## src/rtl/core/tbp_pkg.sv

```systemverilog
// Shared types and constants of the tilt balance controller.
// No dependencies; used by the divider, the top level and the checker.
package tbp_pkg;

    localparam logic signed [26:0] DEG180_Q16  = 27'sd11796480;
    localparam logic signed [23:0] INT_LIM_Q16 = 24'sd3276800;

    localparam int ATAN_LEN   = 24;
    localparam int ATAN_CNT_W = $clog2(ATAN_LEN);

    // atan(2^-i) in degrees, Q16.16
    localparam logic signed [26:0] ATAN_DEG_Q16 [0:ATAN_LEN-1] = '{
        27'sd2949120, 27'sd1740967, 27'sd919879, 27'sd466945,
        27'sd234379,  27'sd117304,  27'sd58666,  27'sd29335,
        27'sd14668,   27'sd7334,    27'sd3667,   27'sd1833,
        27'sd917,     27'sd458,     27'sd229,    27'sd115,
        27'sd57,      27'sd29,      27'sd14,     27'sd7,
        27'sd4,       27'sd2,       27'sd1,      27'sd0
    };

    localparam int DIV_W   = 32;
    localparam int DIV_D_W = 11;
    localparam int MUL_STEPS = 24;

    localparam logic [9:0] PWM_MAX_COUNT = 10'd1000;

    localparam logic [1:0] DIR_BRAKE = 2'd0;
    localparam logic [1:0] DIR_FWD   = 2'd1;
    localparam logic [1:0] DIR_BACK  = 2'd2;

    localparam logic [2:0] CFG_TARGET  = 3'd0;
    localparam logic [2:0] CFG_OFFSET  = 3'd1;
    localparam logic [2:0] CFG_GAIN_P  = 3'd2;
    localparam logic [2:0] CFG_GAIN_I  = 3'd3;
    localparam logic [2:0] CFG_GAIN_D  = 3'd4;
    localparam logic [2:0] CFG_CUTOFF  = 3'd5;
    localparam logic [2:0] CFG_CEILING = 3'd6;
    localparam logic [2:0] CFG_FLOOR   = 3'd7;

    typedef enum logic [1:0] {
        DIV_GYRO,
        DIV_ANGLE,
        DIV_INTEG,
        DIV_PWM
    } t_div_sel;

    typedef struct packed {
        logic     start;
        t_div_sel sel;
    } t_div_req;

    typedef struct packed {
        logic busy;
        logic done;
    } t_div_stat;

    function automatic logic [DIV_D_W-1:0] div_const(input t_div_sel sel);
        logic [DIV_D_W-1:0] d;
        case (sel)
            DIV_GYRO:  d = 11'd625;
            DIV_ANGLE: d = 11'd100;
            DIV_INTEG: d = 11'd200;
            DIV_PWM:   d = 11'd255;
            default:   d = 11'd255;
        endcase
        return d;
    endfunction

endpackage

```

## src/rtl/core/tbp_sdiv.sv

```systemverilog
// Bit-serial restoring divider by one of a few small constants.
// One quotient bit per cycle; depends on tbp_pkg.
module tbp_sdiv
    import tbp_pkg::*;
(
    input  logic             i_clk,
    input  logic             i_rst_n,
    input  t_div_req         i_req,
    input  logic [DIV_W-1:0] i_dividend,
    output t_div_stat        o_stat,
    output logic [DIV_W-1:0] o_quot
);

    localparam int CNT_W = $clog2(DIV_W);

    logic               r_busy;
    logic               r_done;
    logic [CNT_W-1:0]   r_cnt;
    logic [DIV_D_W-1:0] r_rem;
    logic [DIV_D_W-1:0] r_d;
    logic [DIV_W-1:0]   r_q;

    logic [DIV_D_W:0]   n_trial;
    logic               n_ge;
    logic [DIV_D_W:0]   n_diff;

    always_comb begin
        n_trial = {r_rem, r_q[DIV_W-1]};
        n_ge    = n_trial >= {1'b0, r_d};
        n_diff  = n_trial - {1'b0, r_d};
    end

    always_ff @(posedge i_clk) begin
        if (!i_rst_n) begin
            r_busy <= 1'b0;
            r_done <= 1'b0;
            r_cnt  <= '0;
        end else begin
            r_done <= 1'b0;
            if (i_req.start) begin
                r_busy <= 1'b1;
                r_cnt  <= '0;
                r_rem  <= '0;
                r_d    <= div_const(i_req.sel);
                r_q    <= i_dividend;
            end else if (r_busy) begin
                // dividend shifts out the top, quotient bits shift in at the bottom
                r_rem <= n_ge ? n_diff[DIV_D_W-1:0] : n_trial[DIV_D_W-1:0];
                r_q   <= {r_q[DIV_W-2:0], n_ge};
                r_cnt <= r_cnt + 1'b1;
                if (r_cnt == CNT_W'(DIV_W - 1)) begin
                    r_busy <= 1'b0;
                    r_done <= 1'b1;
                end
            end
        end
    end

    assign o_stat.busy = r_busy;
    assign o_stat.done = r_done;
    assign o_quot      = r_q;

endmodule

```

## src/rtl/core/tilt_balance_pid_controller.sv

```systemverilog
// Tilt balance controller top level: CORDIC tilt, complementary filter, PID.
// Depends on tbp_pkg and tbp_sdiv.
//
// One item is one accelerometer/gyro sample; each yields one result. Items are
// handled one at a time; the time per item is set by the bit-serial divider
// (four divisions, two for a sample that trips the tilt cutoff) and the
// shift-add multiplier run once per gain. The input is stalled while an item
// is in work; a finished result waits in the output register and the next
// item can be taken meanwhile.
module tilt_balance_pid_controller
    import tbp_pkg::*;
#(
    parameter int ATAN_ITERATIONS = 16
) (
    input  logic               i_clk,
    input  logic               i_rst_n,
    input  logic               i_cfg_we,
    input  logic [2:0]         i_cfg_index,
    input  logic [24:0]        i_cfg_data,
    input  logic               i_in_valid,
    output logic               o_in_stall,
    input  logic signed [15:0] i_accel_y_word,
    input  logic signed [15:0] i_accel_z_word,
    input  logic signed [15:0] i_gyro_y_word,
    output logic               o_out_valid,
    input  logic               i_out_stall,
    output logic [1:0]         o_motor_direction,
    output logic [7:0]         o_drive_level,
    output logic [9:0]         o_pwm_compare,
    output logic               o_tilt_tripped,
    output logic signed [24:0] o_angle_estimate
);

    localparam int CORDIC_N = (ATAN_ITERATIONS > ATAN_LEN) ? ATAN_LEN : ATAN_ITERATIONS;
    localparam int MUL_CNT_W = $clog2(MUL_STEPS);

    typedef enum logic [3:0] {
        S_IDLE, S_PREP, S_CORD, S_TILT, S_DIVG, S_DIVA, S_ERR,
        S_DIVI, S_MUL, S_PID, S_DIVW, S_OUT
    } t_state;

    typedef enum logic [1:0] {
        PH_P, PH_I, PH_D
    } t_phase;

    // configuration
    logic signed [24:0] r_target, r_offset;
    logic [23:0]        r_gain_p, r_gain_i, r_gain_d, r_cutoff;
    logic [7:0]         r_ceiling, r_floor;

    always_ff @(posedge i_clk) begin
        if (!i_rst_n) begin
            r_target  <= '0;
            r_offset  <= '0;
            r_gain_p  <= 24'd1638400;
            r_gain_i  <= 24'd6554;
            r_gain_d  <= 24'd42598;
            r_cutoff  <= 24'd1310720;
            r_ceiling <= 8'd80;
            r_floor   <= 8'd25;
        end else if (i_cfg_we) begin
            case (i_cfg_index)
                CFG_TARGET:  r_target  <= $signed(i_cfg_data);
                CFG_OFFSET:  r_offset  <= $signed(i_cfg_data);
                CFG_GAIN_P:  r_gain_p  <= i_cfg_data[23:0];
                CFG_GAIN_I:  r_gain_i  <= i_cfg_data[23:0];
                CFG_GAIN_D:  r_gain_d  <= i_cfg_data[23:0];
                CFG_CUTOFF:  r_cutoff  <= i_cfg_data[23:0];
                CFG_CEILING: r_ceiling <= i_cfg_data[7:0];
                CFG_FLOOR:   r_floor   <= i_cfg_data[7:0];
                default:     r_floor   <= r_floor;
            endcase
        end
    end

    t_state             r_state;
    t_phase             r_phase;
    logic signed [11:0] r_ay, r_az;
    logic signed [15:0] r_gy;
    logic               r_zero;
    logic signed [31:0] r_x, r_y;
    logic signed [26:0] r_z;
    logic [ATAN_CNT_W-1:0] r_cnt;
    logic signed [26:0] r_tilt;
    logic               r_neg;
    logic signed [24:0] r_angle;
    logic signed [22:0] r_integ;
    logic signed [25:0] r_last;
    logic signed [25:0] r_err;
    logic signed [34:0] r_d200;
    logic signed [63:0] r_acc, r_mcand;
    logic [23:0]        r_mgain;
    logic [MUL_CNT_W-1:0] r_mcnt;
    logic [1:0]         r_dir;
    logic [7:0]         r_level;
    logic               r_trip;
    t_div_req           r_div_req;
    logic [DIV_W-1:0]   r_div_arg;

    logic               r_out_valid;
    logic [1:0]         r_o_dir;
    logic [7:0]         r_o_level;
    logic [9:0]         r_o_pwm;
    logic               r_o_trip;
    logic signed [24:0] r_o_angle;

    t_div_stat          w_div_stat;
    logic [DIV_W-1:0]   w_quot;

    tbp_sdiv u_div (
        .i_clk      (i_clk),
        .i_rst_n    (i_rst_n),
        .i_req      (r_div_req),
        .i_dividend (r_div_arg),
        .o_stat     (w_div_stat),
        .o_quot     (w_quot)
    );

    // datapath terms, one step per state
    logic signed [31:0] n_xs, n_ys, n_x0, n_y0;
    logic signed [26:0] n_zc;
    logic signed [26:0] n_gprod;
    logic [DIV_W-1:0]   n_gmag;
    logic signed [26:0] n_inc;
    logic signed [27:0] n_s;
    logic signed [35:0] n_num;
    logic [DIV_W-1:0]   n_nmag;
    logic signed [32:0] n_qs;
    logic signed [32:0] n_ang;
    logic signed [25:0] n_err;
    logic [24:0]        n_amag;
    logic signed [23:0] n_isum;
    logic signed [22:0] n_integ;
    logic signed [26:0] n_dlt;
    logic signed [63:0] n_lim, n_pid, n_pmag;
    logic [7:0]         n_level;

    always_comb begin
        n_xs = r_x >>> r_cnt;
        n_ys = r_y >>> r_cnt;
        n_x0 = $signed({{4{r_az[11]}}, r_az, 16'd0});
        n_y0 = $signed({{4{r_ay[11]}}, r_ay, 16'd0});
        if (r_z > DEG180_Q16) begin
            n_zc = DEG180_Q16;
        end else if (r_z < -DEG180_Q16) begin
            n_zc = -DEG180_Q16;
        end else begin
            n_zc = r_z;
        end
        n_gprod = $signed({{11{r_gy[15]}}, r_gy}) * 27'sd1792;
        n_gmag  = (n_gprod[26] ? DIV_W'(-n_gprod) : DIV_W'(n_gprod)) + DIV_W'(312);
        n_qs    = r_neg ? -$signed({1'b0, w_quot}) : $signed({1'b0, w_quot});
        n_inc   = n_qs[26:0];
        n_s     = 28'(r_angle) + 28'(n_inc);
        n_num   = 36'(n_s) * 36'sd98 + 36'(r_tilt) * 36'sd2;
        n_nmag  = (n_num[35] ? DIV_W'(-n_num) : DIV_W'(n_num)) + DIV_W'(50);
        if (n_qs > 33'(DEG180_Q16)) begin
            n_ang = 33'(DEG180_Q16);
        end else if (n_qs < -33'(DEG180_Q16)) begin
            n_ang = -33'(DEG180_Q16);
        end else begin
            n_ang = n_qs;
        end
        n_err   = 26'(r_target) - 26'(r_angle);
        n_amag  = r_angle[24] ? 25'(-r_angle) : 25'(r_angle);
        n_isum  = 24'(r_integ) + 24'(n_qs);
        if (n_isum > INT_LIM_Q16) begin
            n_integ = 23'(INT_LIM_Q16);
        end else if (n_isum < -INT_LIM_Q16) begin
            n_integ = 23'(-INT_LIM_Q16);
        end else begin
            n_integ = n_isum[22:0];
        end
        n_dlt   = 27'(r_err) - 27'(r_last);
        n_lim   = $signed({24'd0, r_ceiling, 32'd0});
        if (r_acc > n_lim) begin
            n_pid = n_lim;
        end else if (r_acc < -n_lim) begin
            n_pid = -n_lim;
        end else begin
            n_pid = r_acc;
        end
        n_pmag  = n_pid[63] ? -n_pid : n_pid;
        n_level = (n_pmag[39:32] < r_floor) ? r_floor : n_pmag[39:32];
    end

    always_ff @(posedge i_clk) begin
        if (!i_rst_n) begin
            r_state     <= S_IDLE;
            r_phase     <= PH_P;
            r_angle     <= '0;
            r_integ     <= '0;
            r_last      <= '0;
            r_div_req   <= '{start: 1'b0, sel: DIV_GYRO};
            r_out_valid <= 1'b0;
        end else begin
            r_div_req.start <= 1'b0;
            if (r_out_valid && !i_out_stall) begin
                r_out_valid <= 1'b0;
            end
            case (r_state)
                S_IDLE: begin
                    if (i_in_valid) begin
                        r_ay    <= i_accel_y_word[15:4];
                        r_az    <= i_accel_z_word[15:4];
                        r_gy    <= i_gyro_y_word;
                        r_state <= S_PREP;
                    end
                end
                S_PREP: begin
                    r_zero <= (r_ay == 12'sd0) && (r_az == 12'sd0);
                    r_cnt  <= '0;
                    // left half-plane: pre-rotate by 180 degrees
                    if (r_az[11]) begin
                        r_x <= -n_x0;
                        r_y <= -n_y0;
                        r_z <= r_ay[11] ? -DEG180_Q16 : DEG180_Q16;
                    end else begin
                        r_x <= n_x0;
                        r_y <= n_y0;
                        r_z <= '0;
                    end
                    r_state <= S_CORD;
                end
                S_CORD: begin
                    if (!r_y[31]) begin
                        r_x <= r_x + n_ys;
                        r_y <= r_y - n_xs;
                        r_z <= r_z + ATAN_DEG_Q16[r_cnt];
                    end else begin
                        r_x <= r_x - n_ys;
                        r_y <= r_y + n_xs;
                        r_z <= r_z - ATAN_DEG_Q16[r_cnt];
                    end
                    r_cnt <= r_cnt + 1'b1;
                    if (r_cnt == ATAN_CNT_W'(CORDIC_N - 1)) begin
                        r_state <= S_TILT;
                    end
                end
                S_TILT: begin
                    r_tilt    <= (r_zero ? 27'sd0 : n_zc) - 27'(r_offset);
                    r_neg     <= n_gprod[26];
                    r_div_arg <= n_gmag;
                    r_div_req <= '{start: 1'b1, sel: DIV_GYRO};
                    r_state   <= S_DIVG;
                end
                S_DIVG: begin
                    if (w_div_stat.done) begin
                        r_neg     <= n_num[35];
                        r_div_arg <= n_nmag;
                        r_div_req <= '{start: 1'b1, sel: DIV_ANGLE};
                        r_state   <= S_DIVA;
                    end
                end
                S_DIVA: begin
                    if (w_div_stat.done) begin
                        r_angle <= n_ang[24:0];
                        r_state <= S_ERR;
                    end
                end
                S_ERR: begin
                    r_err <= n_err;
                    if (n_amag > {1'b0, r_cutoff}) begin
                        r_trip  <= 1'b1;
                        r_integ <= '0;
                        r_last  <= n_err;
                        r_dir   <= DIR_BRAKE;
                        r_level <= '0;
                        r_state <= S_OUT;
                    end else begin
                        r_trip    <= 1'b0;
                        r_neg     <= n_err[25];
                        r_div_arg <= (n_err[25] ? DIV_W'(-n_err) : DIV_W'(n_err))
                                     + DIV_W'(100);
                        r_div_req <= '{start: 1'b1, sel: DIV_INTEG};
                        r_state   <= S_DIVI;
                    end
                end
                S_DIVI: begin
                    if (w_div_stat.done) begin
                        r_integ <= n_integ;
                        r_d200  <= 35'(n_dlt) * 35'sd200;
                        r_last  <= r_err;
                        r_acc   <= '0;
                        r_mcand <= 64'(r_err);
                        r_mgain <= r_gain_p;
                        r_mcnt  <= '0;
                        r_phase <= PH_P;
                        r_state <= S_MUL;
                    end
                end
                S_MUL: begin
                    if (r_mgain[0]) begin
                        r_acc <= r_acc + r_mcand;
                    end
                    r_mcand <= r_mcand <<< 1;
                    r_mgain <= r_mgain >> 1;
                    r_mcnt  <= r_mcnt + 1'b1;
                    if (r_mcnt == MUL_CNT_W'(MUL_STEPS - 1)) begin
                        r_mcnt <= '0;
                        case (r_phase)
                            PH_P: begin
                                r_mcand <= 64'(r_integ);
                                r_mgain <= r_gain_i;
                                r_phase <= PH_I;
                            end
                            PH_I: begin
                                r_mcand <= 64'(r_d200);
                                r_mgain <= r_gain_d;
                                r_phase <= PH_D;
                            end
                            default: begin
                                r_state <= S_PID;
                            end
                        endcase
                    end
                end
                S_PID: begin
                    if (n_pid == 64'sd0) begin
                        r_dir   <= DIR_BRAKE;
                        r_level <= '0;
                    end else begin
                        r_dir   <= n_pid[63] ? DIR_BACK : DIR_FWD;
                        r_level <= n_level;
                    end
                    r_state <= S_DIVW;
                    r_div_req <= '{start: 1'b1, sel: DIV_PWM};
                    r_div_arg <= (n_pid == 64'sd0) ? '0
                                 : DIV_W'(n_level) * DIV_W'(PWM_MAX_COUNT);
                end
                S_DIVW: begin
                    if (w_div_stat.done) begin
                        r_state <= S_OUT;
                    end
                end
                S_OUT: begin
                    if (!r_out_valid || !i_out_stall) begin
                        r_out_valid <= 1'b1;
                        r_o_dir     <= r_dir;
                        r_o_level   <= r_level;
                        r_o_pwm     <= r_trip ? 10'd0 : w_quot[9:0];
                        r_o_trip    <= r_trip;
                        r_o_angle   <= r_angle;
                        r_state     <= S_IDLE;
                    end
                end
                default: begin
                    r_state <= S_IDLE;
                end
            endcase
        end
    end

    assign o_in_stall        = (r_state != S_IDLE);
    assign o_out_valid       = r_out_valid;
    assign o_motor_direction = r_o_dir;
    assign o_drive_level     = r_o_level;
    assign o_pwm_compare     = r_o_pwm;
    assign o_tilt_tripped    = r_o_trip;
    assign o_angle_estimate  = r_o_angle;

endmodule

```

## config.mk

```make
export PLATFORM = sky130hd
export DESIGN_NAME = tilt_balance_pid_controller
export DESIGN_NICKNAME = d
export VERILOG_FILES = /design/src/rtl/core/tbp_pkg.sv /design/src/rtl/core/tbp_sdiv.sv /design/src/rtl/core/tilt_balance_pid_controller.sv
export SDC_FILE = /design/constraint.sdc
export NUM_CORES = 2
export LEC_CHECK = 0
export ABC_AREA = 1
export BUFFER_PORTS_ARGS = -buffer_cell sky130_fd_sc_hd__buf_2
export CAP_MARGIN = 15
export CORE_MARGIN = 2
export CORE_UTILIZATION = 58
export CTS_BUF_LIST = sky130_fd_sc_hd__clkbuf_16
export DETAILED_ROUTE_END_ITERATION = 7
export PLACE_DENSITY = 0.85
export SYNTH_ARGS = -nofsm -noshare
export SYNTH_HDL_FRONTEND = slang
export SYNTH_SLANG_ARGS = --single-unit
```

## constraint.sdc

```tcl
create_clock -name i_clk -period 15.6 [get_ports i_clk]
set_input_delay 0.78 -clock i_clk [delete_from_list [all_inputs] [get_ports i_clk]]
set_output_delay 0.78 -clock i_clk [all_outputs]
set_load 0.02 [all_outputs]
```

==> metrics.md <==
| Metric | Value |
|---|---|
| Yosys Warn Count | 0 |
| Max-slew violations | 0 |
| Layout Skew | 39.90 ps |
| Hold_buf cts | 0 |
| H-tree levels | 3 |
| Num rows | 127 |
| Synth unique cells | 78 |
| CP endpoint kind | flip-flop |
| Worst min path class | input port to flip-flop |
| CTS tree | built |
| Area growth from synthesis to layout | 7.083% |
| CTS max path bufs | 3 |
| Post-synth EDFFs | 518 |
| Sink Count | 771 |
| Setup Fix Bufs, Post-CTS | 0 |
| Crit-path slowest cell | o311ai_0 |
| Max_cap viols | 0 |
| Hold Path Sink | r_az[9] |
| CP startpoint | r_neg |
| Worst-margin pin slew | 1299 ps |
| Largest net degree at the start of global routing | 197 |
| Post-cts sizing count | 0 |
| Die Width | 352.3 µm |
| Synth Register Bits | 771 |
| Reg clk slew, reported paths | 60 ps |
| Vias per cell | 5.975 |
| NumNets Final | 10,820 |
| Final setup TNS | 0 ps |
| Final Setup Violations | 0 |
| Total GRT Usage | 34.90% |
| Vias in the first global route | 64,110 |
| Crit path launch type | flip-flop |
| Most frequent cells in the layout | nand2_1 (2,273), inv_1 (1,436), nor2_1 (993) |
| Total gr overflow | 0 |
| Hold Crit Start | i_accel_z_word[13] |
| CP arrival | 11,900 ps |
| Antenna Violating Nets Remaining | 0 |
| Starting Density | 58.58% |
| DRC errors left | 0 |
| Most common cell after layout, fill and taps aside | nand2_1 |
| RR Startpoint | r_neg |
| First-pass GRT wire length | 347,700 µm |
| Fmax | 88.13 MHz |
| Minimum clock period | 11,350 ps |
| Worst EP required | 16,160 ps |
| CTS root buf | clkbuf_16 |
| Mapped Nets | 10,810 |
| Syn Std Cell Area | 0.07037 mm² |
| Dpl hpwl | 172,100 µm |
| Yosys top cell area share | 22.10% |
| Top_reg_cell synth | edfxtp_1 |
| R2r endpoint | r_div_arg[3] |
| # IOs | 129 |
| Pre-antenna DRT Iters | 8 |
| CP max FO | 33 |
| Via count | 69,660 |
| Final WL | 223,600 µm |
| Initial antenna violation count | 7 |
| Kind of critical path | flip-flop to flip-flop |
| Syn avg cell area | 7.069 µm² |
| Die Y | 352.3 µm |
| Worst reg2reg path depth | 40 |
| Area contributors post-synth | edfxtp_1 (22%), nand2_1 (12%), ha_1 (12%) |
| Drt wl/cell | 19.18 µm |
| Synthesized instance count | 9,956 |
| Final period util | 72.73% |
| Count of input and output buffers | 120 |
| Async SR Flop Fraction | 0% |
| Largest area contributor in the netlist | edfxtp_1 |
| Unrepaired setup endpoints after global routing | false |
| Hold Path Cell Cnt | 1 |
| Register area share after synthesis | 29.30% |
| R2R Setup Slk | 4250 ps |
| Die footprint | 0.1241 mm² |
| Num CTS Buffers | 88 |
| Max_slew headroom | 12.46% |
| Run status | finished clean |
| Hold Vio Cnt, Final | 0 |
| DRT iter0 DRCs | 8,197 |
| Share of cells above drive strength 1 | 4.872% |
| Routability cong. | 1.035 |
| Core area | 0.1201 mm² |
| Delay of the slowest critical-path stage | 860 ps |
| Worst-Skew Late Latency | 720 ps |
layer usage:
metal	global-route usage [%]	part of all wire, %
met3	7.772	11
met4	15.18	4.7
met5	0	0.095
met1	46.81	41
met2	54.06	43
worst max path at each step:
stage,endpoint
global placement,r_div_arg[31]
global route,r_div_arg[16]
finish,r_div_arg[3]
detailed placement,r_div_arg[31]
CTS,r_div_arg[31]
floorplan,r_div_arg[31]
synth_stat cells, types with 25 or more instances:
master and count:
xor2_1 257, nor3_1 100, nand3_1 542, clkbuf_1 192
o21ai_1 53, o221ai_1 26, dfxtp_1 253, fa_1 98
ha_1 676, o211ai_1 40, nand2_2 36, a31oi_1 79
nand3b_1 48, nand4_1 166, nor2_2 42, o21a_1 59
a221oi_1 28, mux2i_1 25, buf_2 34, inv_1 1423
edfxtp_1 518, xnor2_1 107, nand2_1 2273, o21ai_0 722
nor2_1 1006, a21oi_1 791, o21bai_1 26, nor4_1 37
inv_2 25
through the flow:
| stage | util, % | area [µm²] | hold WS, ps | instances | worst slack (ps) |
|---|---|---|---|---|---|
| finish | 62.73 | 75360 | 248.3 | 11660 | 4254 |
| global placement | 60.23 | 72350 | 401.1 | 11480 | 4976 |
| CTS | 62.66 | 75270 | 200.2 | 11640 | 4673 |
| floorplan | - | 70380 | 400.3 | 9956 | 6972 |
| detailed placement | 60.23 | 72350 | 404.5 | 11480 | 4835 |
| global route | 62.71 | 75340 | 234.0 | 11650 | 3713 |
critical path, delay by kind of cell (launching register included):
kind	cells	cell delay, ps
buffers and inverters	6	720
AND/OR/NAND/NOR	14	2640
XOR/XNOR	2	740
adder cells (fa/ha/maj)	7	2620
AO/OA/AOI/OAI	11	3670
flip-flops	1	780
cell families (layout without fill, tap and decap cells):
family	count (synthesis)	after routing	share of synthesized area [%]
AND/OR/NAND/NOR	4326	4326	25.98
AO/OA/AOI/OAI	1971	1971	15.50
other	1	10	0.005329
adder cells (fa/ha/maj)	774	774	14.81
XOR/XNOR	369	369	4.646
multiplexers	25	25	0.3556
buffers and inverters	1719	1799	9.414
flip-flops	771	771	29.30
area by class of cell:
type	instances	area, µm²
inverters	1457	5472
fillers	10720	44770
flip-flops and latches	771	20620
diodes	9	22.52
repair buffers	180	1094
multi-input cells	7466	43210
well taps	1612	2017
clock inverters	71	643.1
clock buffers	91	2277
state kept, by name, summed over array words and instances, names as in the netlist, 25 cells and up:
signal / count
r_err: 26
r_div_arg: 32
r_mcand: 64
r_tilt: 27
r_angle: 25
r_y: 32
r_acc: 64
r_last: 26
u_div.o_quot: 32
r_d200: 32
r_offset: 25
r_target: 25
r_x: 32
r_z: 27
o_angle_estimate: 25
Power is left out: the tool's default activity adds up to more than one toggle a clock period on the data nets, which glitch-free logic cannot reach.
